$ cat config.mk
export PLATFORM = sky130hd
export DESIGN_NAME = redundant_limit_switch_debouncer_unit
export DESIGN_NICKNAME = d
export VERILOG_FILES = /design/src/design/rlsd_pkg.sv /design/src/design/rlsd_settle.sv /design/src/design/rlsd_combine.sv /design/src/design/redundant_limit_switch_debouncer_unit.sv
export SDC_FILE = /design/constraint.sdc
export NUM_CORES = 1
export LEC_CHECK = 0
export ABC_AREA = 1
export ABC_CLOCK_PERIOD_IN_PS = 14500
export BUFFER_PORTS_ARGS = -buffer_cell sky130_fd_sc_hd__buf_2
export CAP_MARGIN = 20
export CORE_MARGIN = 1.5
export CORE_UTILIZATION = 40
export CTS_BUF_LIST = sky130_fd_sc_hd__clkbuf_4 sky130_fd_sc_hd__clkbuf_8
export DETAILED_ROUTE_END_ITERATION = 10
export GPL_ROUTABILITY_DRIVEN = 0
export PLACE_DENSITY_LB_ADDON = 0.15
export REMOVE_ABC_BUFFERS = 1
export SYNTH_ARGS = -nofsm -noshare
export SYNTH_HDL_FRONTEND = slang
export SYNTH_SLANG_ARGS = --single-unit
$ cat constraint.sdc
create_clock -name clk -period 14.5 [get_ports clk]
set_input_delay 1.45 -clock clk [delete_from_list [all_inputs] [get_ports clk]]
set_output_delay 1.45 -clock clk [all_outputs]
set_load 0.02 [all_outputs]
$ cat src/design/rlsd_pkg.sv
// Package for the redundant limit switch debouncer.
// Holds widths, register indexes, reset values and the result record type.
// No dependencies.
`timescale 1ns / 1ps

package rlsd_pkg;

  localparam int unsigned TIME_W  = 32;
  localparam int unsigned DBT_W   = 17;
  localparam int unsigned READS_W = 8;
  localparam int unsigned CFG_IDX_W = 2;

  localparam logic [READS_W-1:0] STABLE_READS = 8'd3;

  localparam logic [DBT_W-1:0] DEBOUNCE_MIN_US = 17'd1000;
  localparam logic [DBT_W-1:0] DEBOUNCE_MAX_US = 17'd100000;

  localparam logic [DBT_W-1:0]  DEBOUNCE_RESET_US  = 17'd10000;
  localparam logic [TIME_W-1:0] HEARTBEAT_RESET_US = 32'd1000000;

  localparam logic [CFG_IDX_W-1:0] REG_DEBOUNCE_TIME = 2'd0;
  localparam logic [CFG_IDX_W-1:0] REG_HEARTBEAT     = 2'd1;
  localparam logic [CFG_IDX_W-1:0] REG_INVERT        = 2'd2;
  localparam logic [CFG_IDX_W-1:0] REG_USE_SECOND    = 2'd3;

  typedef struct packed {
    logic [TIME_W-1:0] report_time_us;
    logic              limit_active;
    logic              switch_one_active;
    logic              switch_two_active;
    logic              disagree_fault;
    logic [TIME_W-1:0] activation_total;
    logic [TIME_W-1:0] last_activation_us;
  } rlsd_result_t;

endpackage

$ cat src/design/rlsd_settle.sv
// Debounce tracker for one switch: previous level, change time and read count.
// Depends on rlsd_pkg.
`timescale 1ns / 1ps

module rlsd_settle (
  input  logic                         clk,
  input  logic                         rst_n,
  input  logic                         en,
  input  logic                         level,
  input  logic [rlsd_pkg::TIME_W-1:0]  now_us,
  input  logic [rlsd_pkg::DBT_W-1:0]   debounce_time_us,
  output logic                         stable
);
  import rlsd_pkg::*;

  logic               prev_r, prev_nxt;
  logic [TIME_W-1:0]  since_r, since_nxt;
  logic [READS_W-1:0] reads_r, reads_nxt;
  logic [TIME_W-1:0]  elapsed;
  logic               time_ok;
  logic               changed;

  assign changed = (level != prev_r);
  assign elapsed = now_us - since_r;
  assign time_ok = (elapsed >= {{(TIME_W-DBT_W){1'b0}}, debounce_time_us});
  assign stable  = !changed && time_ok && (reads_r >= STABLE_READS);

  always_comb begin
    prev_nxt  = prev_r;
    since_nxt = since_r;
    reads_nxt = reads_r;
    if (changed) begin
      prev_nxt  = level;
      since_nxt = now_us;
      reads_nxt = READS_W'(1);
    end else if (time_ok && (reads_r < STABLE_READS)) begin
      reads_nxt = reads_r + READS_W'(1);
    end
  end

  always_ff @(posedge clk) begin
    if (!rst_n) begin
      prev_r  <= 1'b0;
      since_r <= '0;
      reads_r <= '0;
    end else if (en) begin
      prev_r  <= prev_nxt;
      since_r <= since_nxt;
      reads_r <= reads_nxt;
    end
  end

  // The count only climbs while below the limit, so it never passes it.
  a_reads_bounded: assert property (@(posedge clk) disable iff (!rst_n)
    reads_r <= STABLE_READS)
    else $error("read count above limit");

  a_change_restarts: assert property (@(posedge clk) disable iff (!rst_n)
    en && changed |=> reads_r == READS_W'(1) && since_r == $past(now_us))
    else $error("level change did not restart debounce");

  a_stable_no_change: assert property (@(posedge clk) disable iff (!rst_n)
    stable |-> level == prev_r && reads_r == STABLE_READS)
    else $error("stable reported on unsettled switch");

endmodule

$ cat src/design/rlsd_combine.sv
// Combined limit state, disagreement fault, activation counter and report decision.
// Depends on rlsd_pkg.
`timescale 1ns / 1ps

module rlsd_combine (
  input  logic                          clk,
  input  logic                          rst_n,
  input  logic                          en,
  input  logic                          update,
  input  logic                          use_two,
  input  logic                          level_one,
  input  logic                          level_two,
  input  logic [rlsd_pkg::TIME_W-1:0]   now_us,
  input  logic [rlsd_pkg::TIME_W-1:0]   heartbeat_us,
  output logic                          emit,
  output rlsd_pkg::rlsd_result_t        result
);
  import rlsd_pkg::*;

  logic              combined_r, combined_nxt;
  logic              fault_r, fault_nxt;
  logic [TIME_W-1:0] edge_count_r, edge_count_nxt;
  logic [TIME_W-1:0] edge_time_r, edge_time_nxt;
  logic              reported_r;
  logic [TIME_W-1:0] report_time_r;
  logic              next_level;
  logic [TIME_W-1:0] since_report;

  assign next_level   = use_two ? (level_one & level_two) : level_one;
  assign since_report = now_us - report_time_r;

  always_comb begin
    combined_nxt   = combined_r;
    fault_nxt      = fault_r;
    edge_count_nxt = edge_count_r;
    edge_time_nxt  = edge_time_r;
    if (update) begin
      combined_nxt = next_level;
      fault_nxt    = use_two && (level_one != level_two);
      if (next_level && !combined_r) begin
        edge_count_nxt = edge_count_r + TIME_W'(1);
        edge_time_nxt  = now_us;
      end
    end
  end

  assign emit = (combined_nxt != reported_r) || (since_report >= heartbeat_us);

  always_comb begin
    result.report_time_us     = now_us;
    result.limit_active       = combined_nxt;
    result.switch_one_active  = level_one;
    result.switch_two_active  = use_two & level_two;
    result.disagree_fault     = fault_nxt;
    result.activation_total   = edge_count_nxt;
    result.last_activation_us = edge_time_nxt;
  end

  always_ff @(posedge clk) begin
    if (!rst_n) begin
      combined_r    <= 1'b0;
      fault_r       <= 1'b0;
      edge_count_r  <= '0;
      edge_time_r   <= '0;
      reported_r    <= 1'b0;
      report_time_r <= '0;
    end else if (en) begin
      combined_r   <= combined_nxt;
      fault_r      <= fault_nxt;
      edge_count_r <= edge_count_nxt;
      edge_time_r  <= edge_time_nxt;
      if (emit) begin
        reported_r    <= combined_nxt;
        report_time_r <= now_us;
      end
    end
  end

  a_rise_counts: assert property (@(posedge clk) disable iff (!rst_n)
    en && update && next_level && !combined_r
      |=> edge_count_r == TIME_W'($past(edge_count_r) + TIME_W'(1)))
    else $error("rising edge not counted");

  a_report_tracks: assert property (@(posedge clk) disable iff (!rst_n)
    en && emit |=> reported_r == combined_r && report_time_r == $past(now_us))
    else $error("report bookkeeping not updated");

  a_fault_needs_two: assert property (@(posedge clk) disable iff (!rst_n)
    en && update && !use_two |=> !fault_r)
    else $error("fault set with one switch");

endmodule

$ cat src/design/redundant_limit_switch_debouncer_unit.sv
// Top level of the redundant limit switch debouncer: configuration registers,
// input register, result register. Depends on rlsd_pkg, rlsd_settle, rlsd_combine.
//
//   Channel | Direction | Handshake          | Payload
//   in_     | input     | in_valid/in_ready  | now_us, raw_level_one, raw_level_two
//   out_    | output    | out_valid/out_ready| report fields, one per reporting poll
//   cfg_    | input     | cfg_we             | cfg_index, cfg_wdata
//
// A poll is captured into the input register and processed from there; a poll
// that reports loads the result register. One poll per cycle is sustained while
// the result register is free or being taken, or the poll does not report.
// A poll that reports waits in the input register while the result register is full
// and not being taken; polls with no report pass through regardless.
// Synchronous active-low reset returns all but the data registers to their defaults.
`timescale 1ns / 1ps

module redundant_limit_switch_debouncer_unit (
  input  logic                              clk,
  input  logic                              rst_n,
  input  logic                              in_valid,
  output logic                              in_ready,
  input  logic [rlsd_pkg::TIME_W-1:0]       in_now_us,
  input  logic                              in_raw_level_one,
  input  logic                              in_raw_level_two,
  output logic                              out_valid,
  input  logic                              out_ready,
  output logic [rlsd_pkg::TIME_W-1:0]       out_report_time_us,
  output logic                              out_limit_active,
  output logic                              out_switch_one_active,
  output logic                              out_switch_two_active,
  output logic                              out_disagree_fault,
  output logic [rlsd_pkg::TIME_W-1:0]       out_activation_total,
  output logic [rlsd_pkg::TIME_W-1:0]       out_last_activation_us,
  input  logic                              cfg_we,
  input  logic [rlsd_pkg::CFG_IDX_W-1:0]    cfg_index,
  input  logic [rlsd_pkg::TIME_W-1:0]       cfg_wdata
);
  import rlsd_pkg::*;

  logic [DBT_W-1:0]  debounce_r;
  logic [TIME_W-1:0] heartbeat_r;
  logic              invert_r;
  logic              use_two_r;
  logic [DBT_W-1:0]  cfg_dbt;

  logic              in_valid_r;
  logic [TIME_W-1:0] now_r;
  logic              raw_one_r;
  logic              raw_two_r;

  logic              out_valid_r;
  rlsd_result_t      out_data_r;

  logic         level_one;
  logic         level_two;
  logic         stable_one;
  logic         stable_two_raw;
  logic         stable_two;
  logic         emit;
  logic         out_free;
  logic         proc;
  rlsd_result_t result;

  // Configuration. Out-of-range debounce times are dropped.
  assign cfg_dbt = cfg_wdata[DBT_W-1:0];

  always_ff @(posedge clk) begin
    if (!rst_n) begin
      debounce_r  <= DEBOUNCE_RESET_US;
      heartbeat_r <= HEARTBEAT_RESET_US;
      invert_r    <= 1'b0;
      use_two_r   <= 1'b0;
    end else if (cfg_we) begin
      case (cfg_index)
        REG_DEBOUNCE_TIME: begin
          if (cfg_dbt >= DEBOUNCE_MIN_US && cfg_dbt <= DEBOUNCE_MAX_US) begin
            debounce_r <= cfg_dbt;
          end
        end
        REG_HEARTBEAT: heartbeat_r <= cfg_wdata;
        REG_INVERT:    invert_r    <= cfg_wdata[0];
        REG_USE_SECOND: use_two_r  <= cfg_wdata[0];
        default: ;
      endcase
    end
  end

  assign level_one = raw_one_r ^ invert_r;
  assign level_two = raw_two_r ^ invert_r;

  assign out_free = !out_valid_r || out_ready;
  assign proc     = in_valid_r && (out_free || !emit);
  assign in_ready = !in_valid_r || proc;

  always_ff @(posedge clk) begin
    if (!rst_n) begin
      in_valid_r <= 1'b0;
    end else if (in_ready) begin
      in_valid_r <= in_valid;
    end
  end

  always_ff @(posedge clk) begin
    if (in_valid && in_ready) begin
      now_r     <= in_now_us;
      raw_one_r <= in_raw_level_one;
      raw_two_r <= in_raw_level_two;
    end
  end

  rlsd_settle u_settle_one (
    .clk              (clk),
    .rst_n            (rst_n),
    .en               (proc),
    .level            (level_one),
    .now_us           (now_r),
    .debounce_time_us (debounce_r),
    .stable           (stable_one)
  );

  // The second tracker holds its state while the switch is unused.
  rlsd_settle u_settle_two (
    .clk              (clk),
    .rst_n            (rst_n),
    .en               (proc && use_two_r),
    .level            (level_two),
    .now_us           (now_r),
    .debounce_time_us (debounce_r),
    .stable           (stable_two_raw)
  );

  assign stable_two = !use_two_r || stable_two_raw;

  rlsd_combine u_combine (
    .clk          (clk),
    .rst_n        (rst_n),
    .en           (proc),
    .update       (stable_one && stable_two),
    .use_two      (use_two_r),
    .level_one    (level_one),
    .level_two    (level_two),
    .now_us       (now_r),
    .heartbeat_us (heartbeat_r),
    .emit         (emit),
    .result       (result)
  );

  always_ff @(posedge clk) begin
    if (!rst_n) begin
      out_valid_r <= 1'b0;
    end else if (proc && emit) begin
      out_valid_r <= 1'b1;
    end else if (out_ready) begin
      out_valid_r <= 1'b0;
    end
  end

  always_ff @(posedge clk) begin
    if (proc && emit) begin
      out_data_r <= result;
    end
  end

  assign out_valid              = out_valid_r;
  assign out_report_time_us     = out_data_r.report_time_us;
  assign out_limit_active       = out_data_r.limit_active;
  assign out_switch_one_active  = out_data_r.switch_one_active;
  assign out_switch_two_active  = out_data_r.switch_two_active;
  assign out_disagree_fault     = out_data_r.disagree_fault;
  assign out_activation_total   = out_data_r.activation_total;
  assign out_last_activation_us = out_data_r.last_activation_us;

  a_capture: assert property (@(posedge clk) disable iff (!rst_n)
    in_valid && in_ready |=> in_valid_r && now_r == $past(in_now_us))
    else $error("accepted poll not captured");

  a_no_overwrite: assert property (@(posedge clk) disable iff (!rst_n)
    proc && emit |-> !out_valid_r || out_ready)
    else $error("pending report overwritten");

  a_drain: assert property (@(posedge clk) disable iff (!rst_n)
    out_valid_r && out_ready && !(proc && emit) |=> !out_valid_r)
    else $error("delivered report not cleared");

endmodule

After elaboration in Yosys (flattened, before gate mapping)
Cells that the tools add are included.

Bits in registers: 368. Output and inout bits: 102. Logic and storage cells: 106.

Add/sub/neg operators: 6. $lt $le $gt $ge: 9. Equal/unequal tests: 7. Mux-type cells: 13. Bitwise gates (word level): 4. Reductions and logical operators: 39.

Operators by type and width (count): $mux W32 (4); $sub A32 B32 Y32 (3); $ge A32 B17 Y1 (2); $add A32 B1 Y32 const B (1); $ge A32 B32 Y1 (1); $mux W8 (4); $ge A17 B10 Y1 const B (1); $le A17 B17 Y1 const B (1); $add A8 B1 Y8 const B (2); $ge A8 B2 Y1 const B (2); $lt A8 B2 Y1 const B (2); $reduce_and A2 Y1 (8); $logic_and A1 B1 Y1 (14); $logic_not A1 Y1 (7); $reduce_bool A2 Y1 (3); $logic_or A1 B1 Y1 (5); $mux W1 (5); $eq A2 B2 Y1 const B (2); $ne A1 B1 Y1 (4); $reduce_and A3 Y1 (1); $and A1 B1 Y1 (2); $eq A2 B1 Y1 const B (1); $logic_not A2 Y1 (1); $xor A1 B1 Y1 (2).

Logic depth before layout (Yosys ltp)
Depth after elaboration: 15. Gate-level depth with buffers: 41.

Modules after synthesis
A second synthesis with hierarchy kept.

Cell total of the unflattened synthesis: 3340. Area, all modules: 23442.5 um^2.

By module, submodules not included: rlsd_settle (times used 2, cells an instance 784, area each 4508.1 um^2, sequential area each 820.8 um^2); rlsd_combine (times used 1, cells an instance 1343, area each 8252.9 um^2, sequential area each 1981.9 um^2); redundant_limit_switch_debouncer_unit (times used 1, cells an instance 429, area each 6173.4 um^2, sequential area each 5084.9 um^2).

Worst setup path before layout
Ideal clock, no wire load.

Path kind: reg-to-reg. Start: register now_r[0]. End: register u_combine.report_time_r[0]. Library setup time: 0.102 ns. Arrival: 6.505 ns. Required time: 14.398 ns. Slack: 7.893 ns. Cell stages (with the launch flop): 29. Path buffers: 0. Clock period less this slack: 6.607 ns. Cell sequence: edfxtp_1 > inv_1 > ha_1 > inv_1 > fa_1 > nand3_1 > nand3_1 > a21oi_1 > o21ai_1 > a21boi_0 > o21ai_1 > a21boi_0 > o21ai_1 > a21boi_0 > o21ai_1 > a21oi_1 > o21ai_0 > xor2_1 > ha_1 > nand2_1 > o21ai_0 > nand2_1 > o211ai_1 > a31oi_1 > nand3_2 > nand3_2 > inv_1 > o21ai_0 > a21oi_1.

Word-level cells in the longest chain between the ends: 13.

RTL lines: from (decl) (line redundant_limit_switch_debouncer_unit.sv:47) `logic [TIME_W-1:0] now_r;`; from (signal assigned) (line redundant_limit_switch_debouncer_unit.sv:105) `now_r <= in_now_us;`; $sub A32 B32 Y32 (line rlsd_settle.sv:24) `assign elapsed = now_us - since_r;`; $ge A32 B17 Y1 (line rlsd_settle.sv:25) `assign time_ok = (elapsed >= {{(TIME_W-DBT_W){1'b0}}, debounce_time_us});`; $logic_and A1 B1 Y1 (2 in series) (line rlsd_settle.sv:26) `assign stable = !changed && time_ok && (reads_r >= STABLE_READS);`; $logic_or A1 B1 Y1 (line redundant_limit_switch_debouncer_unit.sv:132) `assign stable_two = !use_two_r || stable_two_raw;`; $logic_and A1 B1 Y1 (line redundant_limit_switch_debouncer_unit.sv:138) `.update (stable_one && stable_two),`; $mux W1 (line rlsd_combine.sv:37) `if (update) begin`; $ne A1 B1 Y1 (line rlsd_combine.sv:47) `assign emit = (combined_nxt != reported_r) || (since_report >= heartbeat_us);`; $logic_or A1 B1 Y1 (line rlsd_combine.sv:47); $logic_not A1 Y1 (line redundant_limit_switch_debouncer_unit.sv:92) `assign proc = in_valid_r && (out_free || !emit);`; $logic_or A1 B1 Y1 (line redundant_limit_switch_debouncer_unit.sv:92); $logic_and A1 B1 Y1 (line redundant_limit_switch_debouncer_unit.sv:92); $reduce_and A2 Y1 (no source line); to (signal assigned) (line rlsd_combine.sv:74) `report_time_r <= now_us;`; to (decl) (line rlsd_combine.sv:25) `logic [TIME_W-1:0] report_time_r;`.

Parallel ways exist; a longest one is shown, timed or not. A chain may end at the register's enable or synchronous reset.

Worst setup path after layout
Start: register now_r[0]. End: output port in_ready.

Word-level cells in the longest chain between the ends: 13.

RTL lines: $sub A32 B32 Y32 (line rlsd_settle.sv:24); $ge A32 B17 Y1 (line rlsd_settle.sv:25); $logic_and A1 B1 Y1 (2 in series) (line rlsd_settle.sv:26); $logic_or A1 B1 Y1 (line redundant_limit_switch_debouncer_unit.sv:132); $logic_and A1 B1 Y1 (line redundant_limit_switch_debouncer_unit.sv:138); $mux W1 (line rlsd_combine.sv:37); $ne A1 B1 Y1 (line rlsd_combine.sv:47); $logic_or A1 B1 Y1 * (line rlsd_combine.sv:47); $logic_not A1 Y1 * (line redundant_limit_switch_debouncer_unit.sv:92); $logic_or A1 B1 Y1 * (line redundant_limit_switch_debouncer_unit.sv:92); $logic_and A1 B1 Y1 * (line redundant_limit_switch_debouncer_unit.sv:92); $logic_or A1 B1 Y1 * (line redundant_limit_switch_debouncer_unit.sv:93) `assign in_ready = !in_valid_r || proc;`; to (decl) (line redundant_limit_switch_debouncer_unit.sv:21) `output logic in_ready,`.

Every way passes the cells marked *; elsewhere a longest branch is shown, timed or not.

==> results.sh <==
export IMPL_finClkSkew_ns=0.0331
export IMPL_hpwlAfterDp_um=45900
export IMPL_status="complete, no violations"
export IMPL_hp_class="flop to flop"
export IMPL_worstPathMaxFanout=5
export IMPL_io_pins=175
export IMPL_maxCapViolations=0
export IMPL_drtPass1Iterations=5
export IMPL_syn_cell_area_mm2=0.0220
export IMPL_rsz0062_at_grt="false"
export IMPL_worstSetupStartpointType="flop"
export IMPL_h_tree_depth=3
export IMPL_stdcell_count=3956
export IMPL_finalSetupTns_ns=0
export IMPL_via_count=19600
export IMPL_rr_startpoint="now_r[0]$_DFFE_PP_"
export IMPL_core_mm2=0.0540
export IMPL_drc=0
export IMPL_worstSetupPathType="flop to output pin"
export IMPL_layout_common_cells="nand2_1 (813), inv_1 (512), nor2_1 (287), dfxtp_1 (234), a21oi_1 (229)"
export IMPL_cts_clk_slew_worst_paths_ns=0.05
export IMPL_period_share=0.506
export IMPL_finalNetCount=3441
export IMPL_port_buffers=174
export IMPL_dp_cells=3826
export IMPL_cts_buffers=70
export IMPL_avgViaCountPerCell=4.97
export IMPL_ctsResizeCount=0
export IMPL_arrival_ns=5.88
export IMPL_cts_sinks=368
export IMPL_post_cts_buffers=0
export IMPL_ir_drop_v=0.0000537
export IMPL_required_ns=13.05
export IMPL_reg2regPathDepth=30
export IMPL_insertion_delay_ns=0.64
export IMPL_finalHoldViolCount=0
export IMPL_end_kind="output pin"
export IMPL_worstHoldStart="u_settle_one.reads_r[5]$_SDFFE_PN0P_"
export IMPL_synth_cells=3024
export IMPL_cts_hold_buf=0
export IMPL_yosysUniqueCellTypes=52
export IMPL_die_area_mm2=0.0564
export IMPL_wl_per_cell_um=15.6
export IMPL_slew_violations=0
export IMPL_clockBufferDepth=3
export IMPL_ys_seq_area_frac=0.396
export IMPL_first_global_vias=18900
export IMPL_gr_total_overflow=0
export IMPL_drt_initial_drc_count=1305
export IMPL_setup_violations=0
export IMPL_leakage_nw=11.7
export IMPL_worstHoldPathCells=2
export IMPL_tightest_slew_ns=1.03
export IMPL_ant_nets=0
export IMPL_synth_edf_count=134
export IMPL_min_period_ns=7.33
export IMPL_reg2reg_setup_slack_ns=7.64
export IMPL_async_reset_ff_frac=0
export IMPL_p_per_area_mw_per_mm2=132
export IMPL_cts_tree="built"
export IMPL_layout_commonest_cell="nand2_1"
export IMPL_drive_above_1_share=0.108
export IMPL_slew_headroom=0.312
export IMPL_fp_row_count=85
export IMPL_synth_main_ff_cell="dfxtp_1"
export IMPL_syn_avg_cell_area_um2=7.27
export IMPL_fin_ws_ns=7.17
export IMPL_whs_endpoint="u_settle_one.reads_r[5]$_SDFFE_PN0P_"
export IMPL_drt_wl_total_um=61600
export IMPL_grt_usage=0.219
export IMPL_grt_pass1_wl_um=98300
export IMPL_cts_root_buffer="clkbuf_8"
export IMPL_die_w_um=237
export IMPL_grt_max_degree=89
export IMPL_timing_rr_end="u_settle_one.prev_r$_SDFFE_PN0P_"
export IMPL_synth_warnings=0
export IMPL_antenna_found_initial=1
export IMPL_die_h_um=237
export IMPL_dp_slack_ns=7.70
export IMPL_areaGrowthSynthToFinish_pct=13.5
export IMPL_ys_ff_latch=368
export IMPL_start_util=0.407
export IMPL_fmax_ghz=0.136
export IMPL_finalPower_w=0.00329
## layer usage
layer  part of all wire  wire length, um  GRT usage
met2               0.46            28200      0.364
met1               0.47            29000      0.289
met5            0.00019               12          0
met3              0.047             2880     0.0358
met4              0.025             1540     0.0745
## cells in the mapped netlist (all sizes together) (5+ instances only)
cell | instances | share of area
nand3 | 94 | 0.023
a21oi | 233 | 0.054
xor2 | 71 | 0.029
o21bai | 11 | 0.0038
a211oi | 12 | 0.0041
a31oi | 5 | 0.0014
nor3 | 29 | 0.0068
edfxtp | 134 | 0.18
o21ai | 197 | 0.045
nor2 | 294 | 0.052
ha | 163 | 0.093
buf | 39 | 0.011
a21boi | 6 | 0.0020
nor4 | 18 | 0.0051
dfxtp | 234 | 0.21
nand2 | 821 | 0.14
o211ai | 15 | 0.0051
nand3b | 8 | 0.0027
clkbuf | 42 | 0.0072
inv | 520 | 0.089
xnor2 | 25 | 0.010
nand4 | 31 | 0.0098
## where the power goes
| group | switching, W | internal [W] |
|---|---|---|
| sequential | 0.0000526 | 0.00120 |
| clock | 0.000462 | 0.000636 |
| combinational | 0.000618 | 0.000325 |
## critical path, cell delays in order (launching register included)
cell and delay [ns]:
edfxtp_1 0.43, inv_1 0.19, ha_1 0.18, inv_1 0.06, fa_1 0.41, nand3_1 0.09
nand3_1 0.14, a21oi_1 0.28, o21ai_1 0.14, a21boi_0 0.28, o21ai_1 0.22, a21boi_0 0.34
o21ai_1 0.14, a21boi_0 0.30, o21ai_1 0.17, a21oi_1 0.26, o21ai_0 0.13, xor2_1 0.16
ha_1 0.29, nand2_1 0.08, o21ai_0 0.09, nand2_1 0.06, o211ai_1 0.08, a31oi_1 0.24
nand3_2 0.16, nand3_1 0.15, buf_2 0.19
## layout make-up
type | count | area, um^2
flip-flops and latches | 368 | 8710
clock buffers | 104 | 1270
repair buffers | 187 | 975
multi-input cells | 2054 | 10900
inverters | 521 | 1960
well taps | 696 | 871
diodes | 2 | 5.00
fillers | 5458 | 29100
clock inverters | 24 | 234
## worst max path at each step
stage | to | slack [ns] | startpoint
floorplan | u_combine.report_time_r[0]$_SDFFE_PN0P_ | 7.25 | now_r[0]$_DFFE_PP_
global placement | u_settle_one.prev_r$_SDFFE_PN0P_ | 7.87 | now_r[0]$_DFFE_PP_
detailed placement | u_settle_one.prev_r$_SDFFE_PN0P_ | 7.70 | now_r[0]$_DFFE_PP_
CTS | in_ready | 7.11 | now_r[0]$_DFFE_PP_
global route | in_ready | 6.59 | now_r[0]$_DFFE_PP_
finish | in_ready | 7.17 | now_r[0]$_DFFE_PP_
## cell families after synthesis
logic type	Yosys count	synth area share
xor gates and xnor gates	96	0.0389
AOI/OAI and AO/OA	493	0.120
and+or+nand+nor	1299	0.242
DFF	368	0.396
buffers and inverters	602	0.107
adders and majority gates	166	0.0955
## flip-flops by register name, summed over array words and instances, names as in the netlist, 8 cells and up
signal and cells:
debounce_r 17, heartbeat_r 32, now_r 32, out_activation_total 32, out_last_activation_us 32, out_report_time_us 32
u_combine.edge_count_r 32, u_combine.edge_time_r 32, u_combine.report_time_r 32, u_settle_one.reads_r 8, u_settle_one.since_r 32, u_settle_two.reads_r 8
u_settle_two.since_r 32
## metrics by stage
step,hold slack (ns),utilization,cell area (um^2)
4_1_cts,0.439,0.462,24900
2_1_floorplan,0.413,-,21600
3_3_place_gp,0.421,0.434,23400
3_5_place_dp,0.429,0.434,23400
6_report,0.439,0.462,24900
5_1_grt,0.456,0.462,24900
No activity file was read; power rests on OpenSTA's default activity.
